===== config.mk =====
export PLATFORM = sky130hd
export DESIGN_NAME = swrl_ctrl
export DESIGN_NICKNAME = d
export VERILOG_FILES = /design/src/rtl/swrl_pkg.sv /design/src/rtl/swrl_ctrl.sv
export SDC_FILE = /design/constraint.sdc
export NUM_CORES = 1
export LEC_CHECK = 0
export BUFFER_PORTS_ARGS = -buffer_cell sky130_fd_sc_hd__buf_2
export CAP_MARGIN = 20
export CORE_AREA = 2 2 39 41
export CTS_CLUSTER_DIAMETER = 60
export DETAILED_ROUTE_END_ITERATION = 12
export DIE_AREA = 0 0 41 43
export SETUP_SLACK_MARGIN = 0.15
export SLEW_MARGIN = 20
export SYNTH_ARGS = -nofsm -noshare
export SYNTH_HDL_FRONTEND = slang
export SYNTH_SLANG_ARGS = --single-unit

===== constraint.sdc =====
create_clock -name clk -period 3.4 [get_ports clk]
set_input_delay 0.17 -clock clk [delete_from_list [all_inputs] [get_ports clk]]
set_output_delay 0.17 -clock clk [all_outputs]
set_load 0.1 [all_outputs]

===== src/rtl/swrl_pkg.sv =====
// Shared types, field widths, register indexes and controller encodings of the rate limiter.
package swrl_pkg;

  localparam int NOW_W      = 48;
  localparam int ID_W       = 32;
  localparam int VOL_W      = 32;
  localparam int PERIOD_W   = 27;
  localparam int CLIMIT_W   = 7;
  localparam int CFG_IDX_W  = 2;
  localparam int CFG_DATA_W = 32;

  typedef logic [NOW_W-1:0]      now_t;
  typedef logic [ID_W-1:0]       id_t;
  typedef logic [VOL_W-1:0]      vol_t;
  typedef logic [PERIOD_W-1:0]   period_t;
  typedef logic [CLIMIT_W-1:0]   climit_t;
  typedef logic [CFG_IDX_W-1:0]  cfg_idx_t;
  typedef logic [CFG_DATA_W-1:0] cfg_data_t;

  // Configuration register indexes.
  localparam cfg_idx_t CFG_WINDOW_PERIOD = 2'd0;
  localparam cfg_idx_t CFG_COUNT_LIMIT   = 2'd1;
  localparam cfg_idx_t CFG_VOLUME_CAP    = 2'd2;

  // Item kinds.
  localparam logic KIND_CHECK  = 1'b0;
  localparam logic KIND_REJECT = 1'b1;

  typedef enum logic [3:0] {
    ST_IDLE,
    ST_DECIDE,
    ST_CNT_RD,
    ST_CNT_CMP,
    ST_VOL_RD,
    ST_VOL_CMP,
    ST_RB_RD,
    ST_RB_CMP,
    ST_FINISH
  } state_t;

  typedef struct packed {
    logic latch;
    logic rd_tail;
    logic c_evict;
    logic c_append;
    logic v_evict;
    logic v_append;
    logic rollback;
    logic verdict_set;
    logic out_load;
  } dp_cmd_t;

  typedef struct packed {
    logic kind;
    logic not_sent;
    logic disabled;
    logic c_en;
    logic v_en;
    logic c_evict;
    logic c_full;
    logic v_evict;
    logic v_over;
    logic v_full;
  } dp_status_t;

endpackage


===== src/rtl/swrl_ctrl.sv =====
// Controller of the rate limiter: sequences eviction, append, rollback and the result beat.
module swrl_ctrl (
  input  logic                 clk,
  input  logic                 rst,
  input  logic                 in_valid,
  output logic                 in_ready,
  output logic                 out_valid,
  input  logic                 out_ready,
  input  swrl_pkg::dp_status_t status,
  output swrl_pkg::dp_cmd_t    cmd
);
  import swrl_pkg::*;

  state_t state;
  state_t state_next;
  logic   out_free;

  assign out_free = !out_valid || out_ready;

  always_ff @(posedge clk) begin
    if (rst) begin
      state     <= ST_IDLE;
      out_valid <= 1'b0;
    end else begin
      state <= state_next;
      if (cmd.out_load) begin
        out_valid <= 1'b1;
      end else if (out_ready) begin
        out_valid <= 1'b0;
      end
    end
  end

  always_comb begin
    state_next = state;
    unique case (state)
      ST_IDLE: begin
        if (in_valid) begin
          state_next = ST_DECIDE;
        end
      end
      ST_DECIDE: begin
        priority if (status.kind == KIND_REJECT) begin
          state_next = status.not_sent ? ST_RB_RD : ST_FINISH;
        end else if (status.disabled) begin
          state_next = ST_FINISH;
        end else if (status.c_en) begin
          state_next = ST_CNT_RD;
        end else begin
          state_next = ST_VOL_RD;
        end
      end
      ST_CNT_RD:  state_next = ST_CNT_CMP;
      ST_CNT_CMP: begin
        priority if (status.c_evict) begin
          state_next = ST_CNT_RD;
        end else if (status.c_full) begin
          state_next = ST_FINISH;
        end else if (status.v_en) begin
          state_next = ST_VOL_RD;
        end else begin
          state_next = ST_FINISH;
        end
      end
      ST_VOL_RD:  state_next = ST_VOL_CMP;
      ST_VOL_CMP: state_next = status.v_evict ? ST_VOL_RD : ST_FINISH;
      ST_RB_RD:   state_next = ST_RB_CMP;
      ST_RB_CMP:  state_next = ST_FINISH;
      ST_FINISH: begin
        if (out_free) begin
          state_next = ST_IDLE;
        end
      end
      default:    state_next = ST_IDLE;
    endcase
  end

  always_comb begin
    cmd      = '0;
    in_ready = 1'b0;
    unique case (state)
      ST_IDLE: begin
        // No beat is taken while reset is held.
        in_ready  = !rst;
        cmd.latch = in_valid && !rst;
      end
      ST_CNT_CMP: begin
        priority if (status.c_evict) begin
          cmd.c_evict = 1'b1;
        end else if (status.c_full) begin
          cmd.verdict_set = 1'b1;
        end else begin
          cmd.c_append = 1'b1;
        end
      end
      ST_VOL_CMP: begin
        priority if (status.v_evict) begin
          cmd.v_evict = 1'b1;
        end else if (status.v_over || status.v_full) begin
          cmd.verdict_set = 1'b1;
        end else begin
          cmd.v_append = 1'b1;
        end
      end
      ST_RB_RD:  cmd.rd_tail  = 1'b1;
      ST_RB_CMP: cmd.rollback = 1'b1;
      ST_FINISH: cmd.out_load = out_free;
      default: ;
    endcase
  end

endmodule


== Word-level counts from Yosys, hierarchy flattened ==
Cells that the tools add are included.

* Muxes and demuxes: 31
* Reductions and logical operators: 8
* Equality and inequality tests: 10

{| class="wikitable"
|+ Operators with widths
! operator !! count
|-
| 4-bit 2-to-1 mux || 9
|-
| 4-bit one-hot mux with 9 select lines || 1
|-
| 1-bit 2-to-1 mux || 17
|-
| 4-bit by 3-bit == test with 1-bit output, second input constant || 4
|-
| 4-bit by 2-bit == test with 1-bit output, second input constant || 2
|-
| 4-bit by 1-bit == test with 1-bit output, second input constant || 1
|-
| 4-bit == test, second input constant || 1
|-
| 4-bit logical NOT || 1
|-
| 2-bit 2-to-1 mux || 2
|-
| 2-bit != test, second input constant || 2
|-
| 3-bit 2-to-1 mux || 1
|-
| 1-bit logical NOT || 2
|-
| 1-bit logical OR || 2
|-
| 1-bit one-hot mux with 2 select lines || 1
|-
| 2-bit AND reduction || 1
|-
| 2-bit nonzero test || 1
|-
| 1-bit logical AND || 1
|}

* Output and inout bits: 11
* Input bits: 14
* Flip-flop bits (word level): 5
* Word-level logic and storage cells: 51

== Logic depth before layout (Yosys ltp) ==
* Word-level depth: 4
* Mapped depth: 4
* Mapped depth without buffers: 3

== Least setup slack after synthesis ==
No wires, ideal clock.

* Path type: register to output
* Start point: reg state[0]
* End point: out cmd[8] (netlist name)
* Path slack: -1.483 ns
* Path buffers: 1
* Required time: 3.230 ns
* Arrival: 4.713 ns
* Cell stages (with the launch flop): 4
* Path through: dfxtp_1 > buf_4 > nor4b_1 > and2_1

{| class="wikitable"
|+ RTL lines
! what !! RTL line !! text
|-
| start: declaration || swrl_ctrl.sv:14 || <nowiki>state_t state;</nowiki>
|-
| start signal: assignment || swrl_ctrl.sv:25 || <nowiki>state <= state_next;</nowiki>
|-
| end: declaration || swrl_ctrl.sv:10 || <nowiki>output swrl_pkg::dp_cmd_t cmd</nowiki>
|}

==> flow_summary_export.csv <==
group,metric,value,unit
worst_hold_path,worstHoldStart,"rst",
floorplanning,core_area,1380,µm²
clocking,cts_max_level,1,
power,leakage,0.271,nW
flow_run,max-cap-violations,0,
clocking,clk_pin_slew,40,ps
floorplanning,pin_count,25,
timing,clock_skew,4.24,ps
timing,drv_slew,0,
final_layout,synthToLayoutAreaGrowth,39.9,%
synth,synthCells,56,
worst_setup_path,crit_family,"flip-flops",
floorplanning,num_rows,14,
timing,rsz0062_at_grt,"false",
timing,setup_viol,0,
clocking,hold_buffers,0,
worst_setup_path,crit_path_cell_trace,"nand2b_1 -> or3_1 -> o22ai_1 -> buf_2",
synth,ys_seq_area_share,24.0,%
power,power.density,389,nW/µm²
final_layout,antenna_cells,0,
global_routing,antenna_found_initial,0,
global_routing,grt.total_usage,13.3,%
synth,synth_top_area_cell,"dfxtp_1",
worst_setup_path,end_kind,"output port",
worst_hold_path,min_path_type,"input port to flop",
worst_setup_path,slowest_stage,"dfxtp_1",
worst_setup_path,cp_max_fo,13,
synth,ys_ff_latch,5,
detailed_routing,route.detailed.drc,0,
synth,yosysWarnings,0,
floorplanning,die_x,41,µm
place,gp_congestion,0.753,
worst_setup_path,cp.required,3230,ps
worst_setup_path,critPathMaxStageDelay,600,ps
timing,relSlewSlack,67.8,%
final_layout,fin_cells,98,
detailed_routing,ant_nets,0,
power,vdd_drop_max,182,µV
final_layout,drive_above_1_share,36.6,%
timing,fin_crit_sh,60.9,%
global_routing,grt_max_degree,14,
detailed_routing,drt_wl_total,1040,µm
detailed_routing,vias,477,
worst_setup_path,rr_startpoint,"state[0]",
synth,synth_ff_type,"dfxtp_1",
detailed_routing,drtIter0Drc,7,
place,place_hpwl,840,µm
detailed_routing,wire_per_inst,10.6,µm
global_routing,grt_overflow,0,
synth,ys_top_cells_by_area,"dfxtp_1, nand2b_1, nor2_1",
worst_setup_path,cp.arrival,1900,ps
floorplanning,start_util,30.1,%
place,dp.cells,94,
clocking,tritoncts,"yes",
timing,hold_viol_final,0,
synth,syn_area,417,µm²
worst_setup_path,critPathBufInv,1,
timing,final_period_minus_worst_setup_slack,2070,ps
synth,ys_async_sr_fraction,0,%
place,io_buffers,24,
timing,fmax,483,MHz
clocking,cts-buffers-inserted,3,
final_layout,layout_commonest_cell,"buf_2",
synth,syn_nets,70,
clocking,postCtsSetupBuffers,0,
detailed_routing,firstDrtPassIters,2,
synth,synth_top_area_share,24.0,%
clocking,ctsResizeCount,0,
final_layout,fin_nets,97,
clocking,clk_latency,240,ps
final_layout,final_cell_mix,"buf_2, nor2_1, nand2b_1, dfxtp_1, nor2b_1",
worst_setup_path,criticalPathCategory,"flop to output port",
worst_setup_path,cp-startpoint,"state[0]",
floorplanning,die-area,1760,µm²
final_layout,fillCellCount,150,
clocking,clockBufferDepth,2,
global_routing,grt_pass1_wl,1570,µm
global_routing,first_global_vias,403,
floorplanning,die_h,43,µm
synth,synthDistinctLibCells,26,
timing,worstMarginPinSlew,487,ps
synth,synth_edf_count,0,
worst_setup_path,start_kind,"flop",
clocking,cts_root_buffer,"clkbuf_4",
timing,tns,0,ps
clocking,clock_sink_count,5,
outcome,status,"finished clean",
detailed_routing,viasPerCell,4.87,
synth,synth.avg_cell_area,7.44,µm²
## cell type report
type | instances | area [µm²] | share of cell area (%)
sequential | 5 | 100 | 17.2
multi-input combinational | 46 | 305 | 52.4
clock buffer | 4 | 26.3 | 4.51
inverter | 3 | 11.3 | 1.93
timing repair buffer | 24 | 120 | 20.6
tap | 16 | 20.0 | 3.43
## synth_stat cells, drive strengths merged, types with 2 or more instances
cell type	instances
or3	2
nor4b	2
nor3b	3
nor3	2
nor2b	4
a21oi	2
dfxtp	5
o2111ai	2
nor2	8
buf	2
nand2	3
inv	3
and2	2
nand2b	5
## sequential cells by signal (all words and copies together) (netlist names)
signal	cells
out_valid	1
state	4
## final timing paths
check | end | slack [ps] | cells past startpoint
max | cmd[1] | 1330 | 4
min | state[3] | 190 | 2
max reg2reg | state[3] | 1980 | 3
min reg2reg | state[3] | 590 | 2
## stage by stage
step | util, % | setup WS (ps) | hold WS [ps] | instance area (µm²) | power (mW)
2_1_floorplan | - | 287 | 239 | 432 | 0.144
3_3_place_gp | 40.2 | 1610 | 433 | 557 | 0.161
3_5_place_dp | 40.2 | 1600 | 433 | 557 | 0.162
4_1_cts | 42.1 | 1330 | 182 | 583 | 0.231
5_1_grt | 42.1 | 1200 | 188 | 583 | 0.243
6_report | 42.1 | 1330 | 191 | 583 | 0.227
## power by group
part	total [mW]	internal (mW)	leakage (nW)	switching, mW
Combinational	0.0856	0.0278	0.216	0.0578
Sequential	0.0758	0.0636	0.0408	0.0121
Clock	0.0655	0.0442	0.0150	0.0213
Total	0.227	0.136	0.271	0.0913
## cells by family (layout without fill, tap and decap cells)
| family | Yosys count | count (layout) | share of synthesized area (%) |
|---|---|---|---|
| compound gates | 11 | 11 | 19.5 |
| buf+inv | 5 | 31 | 6.31 |
| flops | 5 | 5 | 24.0 |
| simple gates | 35 | 35 | 50.1 |
## routing by layer
| metal | share of wire (%) | track usage, % | wire length, µm | vias up |
|---|---|---|---|---|
| li1 | - | - | - | 259 |
| met2 | 44 | 19.4 | 461 | 17 |
| met4 | 1.3 | 7.33 | 13 | 0 |
| met5 | 0 | 0 | 0 | - |
| met3 | 5.1 | 4.71 | 53 | 2 |
| met1 | 49 | 16.1 | 508 | 199 |
No activity file was read; power rests on OpenSTA's default activity.
